--- config.mk ---
export PLATFORM = sky130hd
export DESIGN_NAME = hid_keyboard_report_diff_unit_flat
export DESIGN_NICKNAME = d
export VERILOG_FILES = /design/src/design/hkrd_pkg.sv /design/src/design/hkrd_if.sv /design/src/design/hkrd_ctrl.sv /design/src/design/hkrd_datapath.sv /design/src/design/hid_keyboard_report_diff_unit.sv /design/src/flat_wrapper.sv
export SDC_FILE = /design/constraint.sdc
export NUM_CORES = 1
export LEC_CHECK = 0
export BUFFER_PORTS_ARGS = -buffer_cell sky130_fd_sc_hd__buf_2
export CAP_MARGIN = 20
export CORE_MARGIN = 5
export CORE_UTILIZATION = 60
export CTS_BUF_LIST = sky130_fd_sc_hd__clkbuf_4 sky130_fd_sc_hd__clkbuf_8
export DETAILED_ROUTE_END_ITERATION = 12
export PLACE_DENSITY = 0.81
export RECOVER_POWER = 50
export REMOVE_ABC_BUFFERS = 1
export SLEW_MARGIN = 25
export SYNTH_ARGS = -nofsm -noshare
export SYNTH_HDL_FRONTEND = slang
export SYNTH_HIERARCHICAL = 1
export SYNTH_SLANG_ARGS = --single-unit
--- constraint.sdc ---
create_clock -name clk -period 8.8 [get_ports clk]
set_input_delay 1.76 -clock clk [delete_from_list [all_inputs] [get_ports clk]]
set_output_delay 1.76 -clock clk [all_outputs]
set_load 0.02 [all_outputs]
--- src/design/hkrd_pkg.sv ---
// shared types and constants for the boot-keyboard report differ
// no dependencies; compiled first
`default_nettype none

package hkrd_pkg;

  localparam int CODE_W        = 8;
  localparam int LEN_W         = 7;
  localparam int MOD_BITS      = 8;
  localparam int INPUT_SLOTS   = 6;
  localparam int MIN_REPORT_LEN = 8;

  localparam logic [CODE_W-1:0] MOD_BASE_CODE = 8'hE0;

  // controller to datapath
  typedef struct packed {
    logic capture;   // load the new report
    logic eval;      // build the event flag vector
    logic scan;      // walk the candidates, one per cycle while the output does not stall
    logic commit;    // new report becomes the previous report
  } hkrd_cmd_t;

  // datapath to controller
  typedef struct packed {
    logic short_rpt; // incoming report below minimum length
    logic done;      // no events left to emit
  } hkrd_status_t;

endpackage

`default_nettype wire

--- src/design/hkrd_if.sv ---
// report and event channel interfaces (valid/ready)
// depends on hkrd_pkg
`default_nettype none

interface hkrd_in_if import hkrd_pkg::*; ();
  logic              valid;
  logic              ready;
  logic [LEN_W-1:0]  report_len;
  logic [CODE_W-1:0] modifier_bits;
  logic [CODE_W-1:0] slot0_code;
  logic [CODE_W-1:0] slot1_code;
  logic [CODE_W-1:0] slot2_code;
  logic [CODE_W-1:0] slot3_code;
  logic [CODE_W-1:0] slot4_code;
  logic [CODE_W-1:0] slot5_code;

  modport source (output valid, report_len, modifier_bits, slot0_code, slot1_code,
                  slot2_code, slot3_code, slot4_code, slot5_code, input ready);
  modport sink (input valid, report_len, modifier_bits, slot0_code, slot1_code,
                slot2_code, slot3_code, slot4_code, slot5_code, output ready);
endinterface

interface hkrd_out_if import hkrd_pkg::*; ();
  logic              valid;
  logic              ready;
  logic [CODE_W-1:0] usage_code;
  logic              pressed;
  logic              last_event;

  modport source (output valid, usage_code, pressed, last_event, input ready);
  modport sink (input valid, usage_code, pressed, last_event, output ready);
endinterface

`default_nettype wire

--- src/design/hkrd_ctrl.sv ---
// sequencing state machine: accept, evaluate, scan, commit
// depends on hkrd_pkg
`default_nettype none

module hkrd_ctrl import hkrd_pkg::*; (
  input  wire logic   clk,
  input  wire logic   rst_n,
  input  wire logic   in_valid,
  output logic        in_ready,
  input  wire hkrd_status_t status,
  output hkrd_cmd_t    cmd
);

  typedef enum logic [2:0] {
    ST_IDLE = 3'b001,
    ST_EVAL = 3'b010,
    ST_SCAN = 3'b100
  } state_t;

  state_t state_r, state_nxt;
  logic   accept;

  assign in_ready = (state_r == ST_IDLE);
  assign accept   = in_valid && in_ready;

  always_comb begin
    cmd.capture = accept && !status.short_rpt;
    cmd.eval    = (state_r == ST_EVAL);
    cmd.scan    = (state_r == ST_SCAN);
    cmd.commit  = (state_r == ST_SCAN) && status.done;
  end

  always_comb begin
    state_nxt = state_r;
    unique case (state_r)
      ST_IDLE: begin
        if (accept && !status.short_rpt) state_nxt = ST_EVAL;
      end
      ST_EVAL: begin
        state_nxt = ST_SCAN;
      end
      ST_SCAN: begin
        if (status.done) state_nxt = ST_IDLE;
      end
      default: begin
        state_nxt = ST_IDLE;
      end
    endcase
  end

  always_ff @(posedge clk) begin
    if (!rst_n) begin
      state_r <= ST_IDLE;
    end else begin
      state_r <= state_nxt;
    end
  end

endmodule

`default_nettype wire

--- src/design/hkrd_datapath.sv ---
// report registers, event flag compare, candidate walk and output register
// depends on hkrd_pkg; driven by hkrd_ctrl commands
`default_nettype none

module hkrd_datapath import hkrd_pkg::*; #(
  parameter int KEY_SLOTS = 6
) (
  input  wire logic              clk,
  input  wire logic              rst_n,
  input  wire logic [LEN_W-1:0]  in_report_len,
  input  wire logic [CODE_W-1:0] in_modifier_bits,
  input  wire logic [CODE_W-1:0] in_slot_codes [INPUT_SLOTS],
  input  wire hkrd_cmd_t         cmd,
  output hkrd_status_t           status,
  input  wire logic              out_ready,
  output logic                   out_valid,
  output logic [CODE_W-1:0]      out_usage_code,
  output logic                   out_pressed,
  output logic                   out_last_event
);

  localparam int NCAND = MOD_BITS + 2 * KEY_SLOTS;
  localparam int IW    = $clog2(NCAND);
  localparam int SW    = (KEY_SLOTS > 1) ? $clog2(KEY_SLOTS) : 1;

  logic [CODE_W-1:0] cur_mods_r, prior_mods_r;
  logic [CODE_W-1:0] cur_slots_r   [KEY_SLOTS];
  logic [CODE_W-1:0] prior_slots_r [KEY_SLOTS];
  logic [NCAND-1:0]  rem_r;
  logic [IW-1:0]     idx_r;
  logic              out_valid_r;
  logic [CODE_W-1:0] code_r;
  logic              pressed_r;
  logic              last_r;

  logic [NCAND-1:0]  flags;
  logic [KEY_SLOTS-1:0] rel_hit, prs_hit;
  logic [IW-1:0]     rel_pos, prs_pos;
  logic [CODE_W-1:0] cand_code;
  logic              cand_pressed;
  logic              cur_bit, out_free, load_out, step;
  logic [NCAND-1:0]  rem_clr;
  logic              last_nxt;

  // new report capture; slots past the input fields read as empty
  always_ff @(posedge clk) begin
    if (cmd.capture) cur_mods_r <= in_modifier_bits;
  end

  for (genvar g = 0; g < KEY_SLOTS; g++) begin : g_cap
    if (g < INPUT_SLOTS) begin : g_in
      always_ff @(posedge clk) begin
        if (cmd.capture) cur_slots_r[g] <= in_slot_codes[g];
      end
    end else begin : g_zero
      always_ff @(posedge clk) begin
        if (cmd.capture) cur_slots_r[g] <= '0;
      end
    end
  end

  // previous report, cleared at reset
  always_ff @(posedge clk) begin
    if (!rst_n) begin
      prior_mods_r <= '0;
      for (int i = 0; i < KEY_SLOTS; i++) prior_slots_r[i] <= '0;
    end else if (cmd.commit) begin
      prior_mods_r <= cur_mods_r;
      for (int i = 0; i < KEY_SLOTS; i++) prior_slots_r[i] <= cur_slots_r[i];
    end
  end

  // membership compare: modifier changes, releases, presses
  always_comb begin
    for (int j = 0; j < KEY_SLOTS; j++) begin
      rel_hit[j] = 1'b0;
      prs_hit[j] = 1'b0;
      for (int k = 0; k < KEY_SLOTS; k++) begin
        if (cur_slots_r[k] == prior_slots_r[j]) rel_hit[j] = 1'b1;
        if (prior_slots_r[k] == cur_slots_r[j]) prs_hit[j] = 1'b1;
      end
    end
    flags[MOD_BITS-1:0] = cur_mods_r ^ prior_mods_r;
    for (int j = 0; j < KEY_SLOTS; j++) begin
      flags[MOD_BITS + j] = (prior_slots_r[j] != '0) && !rel_hit[j];
      flags[MOD_BITS + KEY_SLOTS + j] = (cur_slots_r[j] != '0) && !prs_hit[j];
    end
  end

  // candidate at the walk position
  assign rel_pos = idx_r - IW'(MOD_BITS);
  assign prs_pos = idx_r - IW'(MOD_BITS + KEY_SLOTS);

  always_comb begin
    if (idx_r < IW'(MOD_BITS)) begin
      cand_code    = MOD_BASE_CODE + {5'b0, idx_r[2:0]};
      cand_pressed = cur_mods_r[idx_r[2:0]];
    end else if (idx_r < IW'(MOD_BITS + KEY_SLOTS)) begin
      cand_code    = prior_slots_r[rel_pos[SW-1:0]];
      cand_pressed = 1'b0;
    end else begin
      cand_code    = cur_slots_r[prs_pos[SW-1:0]];
      cand_pressed = 1'b1;
    end
  end

  assign cur_bit  = rem_r[idx_r];
  assign out_free = !out_valid_r || out_ready;
  assign load_out = cmd.scan && cur_bit && out_free;
  assign step     = cmd.scan && (!cur_bit || out_free) && (idx_r != IW'(NCAND - 1));
  assign rem_clr  = rem_r & ~(NCAND'(1) << idx_r);
  assign last_nxt = (rem_clr == '0);

  always_ff @(posedge clk) begin
    if (!rst_n) begin
      rem_r <= '0;
      idx_r <= '0;
    end else if (cmd.eval) begin
      rem_r <= flags;
      idx_r <= '0;
    end else begin
      if (load_out) rem_r <= rem_clr;
      if (step) idx_r <= idx_r + IW'(1);
    end
  end

  // output register
  always_ff @(posedge clk) begin
    if (!rst_n) begin
      out_valid_r <= 1'b0;
    end else if (load_out) begin
      out_valid_r <= 1'b1;
    end else if (out_ready) begin
      out_valid_r <= 1'b0;
    end
  end

  always_ff @(posedge clk) begin
    if (load_out) begin
      code_r    <= cand_code;
      pressed_r <= cand_pressed;
      last_r    <= last_nxt;
    end
  end

  assign out_valid      = out_valid_r;
  assign out_usage_code = code_r;
  assign out_pressed    = pressed_r;
  assign out_last_event = last_r;

  always_comb begin
    status.short_rpt = in_report_len < LEN_W'(MIN_REPORT_LEN);
    status.done      = (rem_r == '0);
  end

  // the final event leaves nothing pending
  a_last_clears: assert property (@(posedge clk) disable iff (!rst_n)
    load_out && last_nxt |=> rem_r == '0)
    else $error("pending events remain after final event");

  // evaluation loads the flags of the held reports
  a_eval_flags: assert property (@(posedge clk) disable iff (!rst_n)
    cmd.eval |=> rem_r == $past(flags) && idx_r == '0)
    else $error("flag vector not loaded on evaluation");

  // commit takes the held report as the previous one
  a_commit: assert property (@(posedge clk) disable iff (!rst_n)
    cmd.commit |=> prior_mods_r == $past(cur_mods_r))
    else $error("previous modifiers not updated on commit");

  // no emission once the walk reports done
  a_no_emit_done: assert property (@(posedge clk) disable iff (!rst_n)
    status.done |-> !load_out)
    else $error("event emitted with nothing pending");

endmodule

`default_nettype wire

--- src/design/hid_keyboard_report_diff_unit.sv ---
// boot-keyboard report differ, top level
// depends on hkrd_pkg, hkrd_if, hkrd_ctrl, hkrd_datapath
//
// usage:
//   in_if carries one boot-keyboard report per item: length, modifier byte
//   and six key slots. out_if carries key events: usage code, pressed flag
//   and a last_event mark on the final event of a report.
//   events come in three groups: changed modifiers (0xE0 + bit) in bit
//   order, then releases in previous-slot order, then presses in new-slot
//   order. a report shorter than 8 bytes is taken and dropped.
// timing:
//   a valid report is first held in the evaluate state for the flag compare,
//   then the walk looks at one of the 8 + 2*KEY_SLOTS candidates per cycle
//   while out_if does not stall, and it ends with the commit in the scan
//   state once no events are pending. in_if.ready is high only between items.
//   the output register lets the next report be taken while the final event
//   still waits; a stall on out_if holds the walk at the pending event.
// reset:
//   synchronous active-low; previous report cleared to all zero, no events
//   pending
`default_nettype none

module hid_keyboard_report_diff_unit import hkrd_pkg::*; #(
  parameter int KEY_SLOTS = 6
) (
  input  wire logic clk,
  input  wire logic rst_n,
  hkrd_in_if.sink   in_if,
  hkrd_out_if.source out_if
);

  hkrd_cmd_t         cmd;
  hkrd_status_t      status;
  logic [CODE_W-1:0] slot_codes [INPUT_SLOTS];

  // slot fields gathered into an array for the datapath
  assign slot_codes[0] = in_if.slot0_code;
  assign slot_codes[1] = in_if.slot1_code;
  assign slot_codes[2] = in_if.slot2_code;
  assign slot_codes[3] = in_if.slot3_code;
  assign slot_codes[4] = in_if.slot4_code;
  assign slot_codes[5] = in_if.slot5_code;

  hkrd_ctrl u_ctrl (
    .clk      (clk),
    .rst_n    (rst_n),
    .in_valid (in_if.valid),
    .in_ready (in_if.ready),
    .status   (status),
    .cmd      (cmd)
  );

  hkrd_datapath #(
    .KEY_SLOTS (KEY_SLOTS)
  ) u_datapath (
    .clk              (clk),
    .rst_n            (rst_n),
    .in_report_len    (in_if.report_len),
    .in_modifier_bits (in_if.modifier_bits),
    .in_slot_codes    (slot_codes),
    .cmd              (cmd),
    .status           (status),
    .out_ready        (out_if.ready),
    .out_valid        (out_if.valid),
    .out_usage_code   (out_if.usage_code),
    .out_pressed      (out_if.pressed),
    .out_last_event   (out_if.last_event)
  );

endmodule

`default_nettype wire

--- src/flat_wrapper.sv ---
// flat-port wrapper written by rule: the top's interface ports become plain ports
module hid_keyboard_report_diff_unit_flat import hkrd_pkg::*;
#(
  parameter int KEY_SLOTS = 6
)
  (clk, rst_n, in_if_valid, in_if_report_len, in_if_modifier_bits, in_if_slot0_code, in_if_slot1_code, in_if_slot2_code, in_if_slot3_code, in_if_slot4_code, in_if_slot5_code, in_if_ready, out_if_valid, out_if_usage_code, out_if_pressed, out_if_last_event, out_if_ready);
  hkrd_in_if in_if_i ();
  hkrd_out_if out_if_i ();
  input  wire logic clk;
  input  wire logic rst_n;
  input wire logic [$bits(in_if_i.valid)-1:0] in_if_valid;
  input wire logic [$bits(in_if_i.report_len)-1:0] in_if_report_len;
  input wire logic [$bits(in_if_i.modifier_bits)-1:0] in_if_modifier_bits;
  input wire logic [$bits(in_if_i.slot0_code)-1:0] in_if_slot0_code;
  input wire logic [$bits(in_if_i.slot1_code)-1:0] in_if_slot1_code;
  input wire logic [$bits(in_if_i.slot2_code)-1:0] in_if_slot2_code;
  input wire logic [$bits(in_if_i.slot3_code)-1:0] in_if_slot3_code;
  input wire logic [$bits(in_if_i.slot4_code)-1:0] in_if_slot4_code;
  input wire logic [$bits(in_if_i.slot5_code)-1:0] in_if_slot5_code;
  output wire logic [$bits(in_if_i.ready)-1:0] in_if_ready;
  output wire logic [$bits(out_if_i.valid)-1:0] out_if_valid;
  output wire logic [$bits(out_if_i.usage_code)-1:0] out_if_usage_code;
  output wire logic [$bits(out_if_i.pressed)-1:0] out_if_pressed;
  output wire logic [$bits(out_if_i.last_event)-1:0] out_if_last_event;
  input wire logic [$bits(out_if_i.ready)-1:0] out_if_ready;
  assign in_if_i.valid = in_if_valid;
  assign in_if_i.report_len = in_if_report_len;
  assign in_if_i.modifier_bits = in_if_modifier_bits;
  assign in_if_i.slot0_code = in_if_slot0_code;
  assign in_if_i.slot1_code = in_if_slot1_code;
  assign in_if_i.slot2_code = in_if_slot2_code;
  assign in_if_i.slot3_code = in_if_slot3_code;
  assign in_if_i.slot4_code = in_if_slot4_code;
  assign in_if_i.slot5_code = in_if_slot5_code;
  assign in_if_ready = in_if_i.ready;
  assign out_if_valid = out_if_i.valid;
  assign out_if_usage_code = out_if_i.usage_code;
  assign out_if_pressed = out_if_i.pressed;
  assign out_if_last_event = out_if_i.last_event;
  assign out_if_i.ready = out_if_ready;
  hid_keyboard_report_diff_unit #(.KEY_SLOTS(KEY_SLOTS)) u_core (.clk(clk), .rst_n(rst_n), .in_if(in_if_i), .out_if(out_if_i));
endmodule
==> out/metrics.cfg <==
[status]
status=complete, but fails checks
violations=max-capacitance violations, max-slew violations

[global_routing]
gr-usage-all-layers=0.343
grt_pass1_wl_um=52500
first_global_vias=8369
grt_max_degree=65
antenna_found_initial=0
grt-ovfl-total=0

[floorplanning]
die_area_mm2=0.0208
fp.dieW_um=144
ioPinCount=79
core_area_mm2=0.0178
die_y_um=144
initial_core_util=0.605
placementRows=49

[sta]
worstMarginPinSlew_ns=3.20
fin_crit_sh=0.569
timing.fmax_mhz=200
setup_viol=0
finalHoldViolCount=0
fin_tns_setup_ns=0
post-route-min-period_ns=5.00
slew_viol_final=154
hold_ws_ns=0.498
fin_skew_ns=0.0136
maxSlewHeadroom=-1.13
rsz0062_at_grt=false

[final_layout]
final_cell_mix=xor2_1, xnor2_1, edfxtp_1, buf_2, nor4_1
fill_cells=1455
finalNetCount=1122
final_core_util=0.638
syn_to_final_growth_pct=5.46
drive_gt1_frac=0.135
diodes=0
layout_commonest_cell=xor2_1

[worst_hold_path]
worstHoldPathCells=2
min_path_type=reg2reg

[clocking]
cts_buffers=17
root_buffer=clkbuf_8
clock-sinks=154
cts_buffer_depth=2
cts_setup_buffers=0
post_cts_resized=0
clkTransAtPathRegs_ns=0.09
ctsHoldBuffers=0
h-tree-depth=4
clk_latency_ns=0.46
cts_tree=done

[worst_setup_path]
r2r-start=u_core/u_datapath/idx_r[0]$_SDFFE_PP0P_
critPathArrivalTime_ns=5.38
endpoint_kind=register
r2r-end=u_core/u_datapath/out_usage_code[3]$_SDFFCE_PP0P_
setup.worst_path.class=in2reg
startpoint_type=primary input
worstRegToRegCells=5
crit_required_ns=9.18
cp_top_family=buffers and inverters
crit_buf_inv=2
cp_cell_sequence=clkbuf_1, clkbuf_1, o21ai_0, a221oi_1, nand4_1, o21ai_0
critPathLaunch=rst_n
cp-endpoint=u_core/u_datapath/rem_r[19]$_SDFFE_PN0P_
rrSetupSlack_ns=5.10
cp.depth=6
cp_slowest_cell=clkbuf_1
worstPathMaxFanout=64
cpPeakStageDelay_ns=1.87

[drt]
drc=0
num_vias=8685
drtIter0Drc=1155
dr.pass1.iters=5
routed_via_density=6.73
routed_wl_um=35000
final_antenna_net_count=0
wl_per_cell_um=27.1

[synthesis]
synth_edf_count=114
yosysUniqueCellTypes=65
ys_seq_area_frac=0.391
avgSynthCellArea_um2=10.0
synth_flop_cell=edfxtp_1
synthCells=1079
ys_warn_count=6
synth.cell_area_mm2=0.0108
synthArstFlopShare=0
ys_seq_elements=154

[placed_design]
place_congestion=1.05
io_buffers=75
place_hpwl_um=24600

[run]
maxCapViolations=3

[pwr]
p_leak_nw=4.15
power_density_mw_per_mm2=147
peakVddDrop_mv=0.149

## worst register-to-register path: stages (launching register included)
cell     delay (ns)
dfxtp_1        1.58
mux4_2         0.69
a22oi_2        0.28
nor2_2         0.12
a21oi_2        0.39
inv_1          0.34
## registers in the layout (all words and copies together) (netlist names), 3 cells and up, named ones only
| signal | cells |
|---|---|
| u_core/u_datapath/cur_mods_r | 8 |
| u_core/u_datapath/prior_mods_r | 8 |
| u_core/u_datapath/rem_r | 20 |
| u_core/u_datapath/cur_slots_r | 48 |
| u_core/u_datapath/idx_r | 5 |
| u_core/u_datapath/prior_slots_r | 48 |
| u_core/u_ctrl/state_r | 3 |
| u_core/u_datapath/out_usage_code | 8 |
## Yosys cell counts, types with 7 or more instances
cell type,n,area (um^2)
xor2_1,173,1520
xnor2_1,125,1090
edfxtp_1,114,3420
clkbuf_1,110,413
nor4_1,68,425
nand2_1,62,233
and3_1,50,313
nor2_1,45,169
dfxtp_1,40,801
nand4_1,37,231
o21ai_0,31,155
mux2i_1,27,270
mux4_2,22,495
a21oi_1,18,90.1
buf_1,14,52.6
a211oi_1,10,75.1
inv_1,9,33.8
a22o_1,7,61.3
ha_1,7,87.6
nand2b_1,7,43.8
o211ai_1,7,52.6
## area by class of cell
| class | instances | area (um^2) | share of cell area |
|---|---|---|---|
| Clock buffer | 17 | 234 | 0.0206 |
| Clock inverter | 15 | 165 | 0.0145 |
| Inverter | 9 | 33.8 | 0.00297 |
| Multi-Input combinational cell | 784 | 6020 | 0.529 |
| Sequential cell | 154 | 4230 | 0.371 |
| Tap cell | 229 | 287 | 0.0252 |
| Timing Repair Buffer | 82 | 419 | 0.0368 |
## layer usage
| layer | track usage | wire length [um] | vias to the layer above |
|---|---|---|---|
| met5 | 0 | 0 | - |
| met4 | 0.171 | 1980 | 0 |
| met3 | 0.0671 | 3300 | 141 |
| met2 | 0.528 | 15700 | 587 |
| met1 | 0.465 | 14000 | 4177 |
| li1 | - | - | 3780 |
## kinds of logic after synthesis
kind of cell / count (synthesis) / synth area share
flops: 154 / 0.391
compound gates: 121 / 0.0775
fa+ha+maj: 7 / 0.00811
mux: 50 / 0.0720
simple gates: 308 / 0.158
buf+inv: 141 / 0.0514
xor+xnor: 298 / 0.242
## power breakdown
group          total [W]  internal, W  switching (W)
Clock           0.000551     0.000257       0.000294
Sequential      0.000925     0.000816       0.000109
Combinational   0.000198     0.000101      0.0000965
Total            0.00167      0.00117       0.000499
## metrics by stage
stage / worst slack [ns] / std cells / total power (W) / area [um^2]
2_1_floorplan: 5.13 / 947 / 0.00104 / 10300
3_3_place_gp: 5.09 / 1258 / 0.00112 / 11000
3_5_place_dp: 5.11 / 1258 / 0.00113 / 11000
4_1_cts: 5.59 / 1290 / 0.00167 / 11400
5_1_grt: 3.44 / 1290 / 0.00173 / 11400
6_report: 3.80 / 1290 / 0.00167 / 11400
## worst min path at each step
stage	startpoint	endpoint	slack, ns
detailed placement	u_core/u_datapath/rem_r[6]$_SDFFE_PN0P_	u_core/u_datapath/rem_r[6]$_SDFFE_PN0P_	0.48
CTS	u_core/u_datapath/rem_r[6]$_SDFFE_PN0P_	u_core/u_datapath/rem_r[6]$_SDFFE_PN0P_	0.50
global route	u_core/u_datapath/rem_r[6]$_SDFFE_PN0P_	u_core/u_datapath/rem_r[6]$_SDFFE_PN0P_	0.52
floorplan	u_core/u_datapath/rem_r[6]$_SDFFE_PN0P_	u_core/u_datapath/rem_r[6]$_SDFFE_PN0P_	0.45
finish	u_core/u_datapath/rem_r[5]$_SDFFE_PN0P_	u_core/u_datapath/rem_r[5]$_SDFFE_PN0P_	0.50
global placement	u_core/u_datapath/rem_r[5]$_SDFFE_PN0P_	u_core/u_datapath/rem_r[5]$_SDFFE_PN0P_	0.47
No activity file was read; power rests on OpenSTA's default activity.
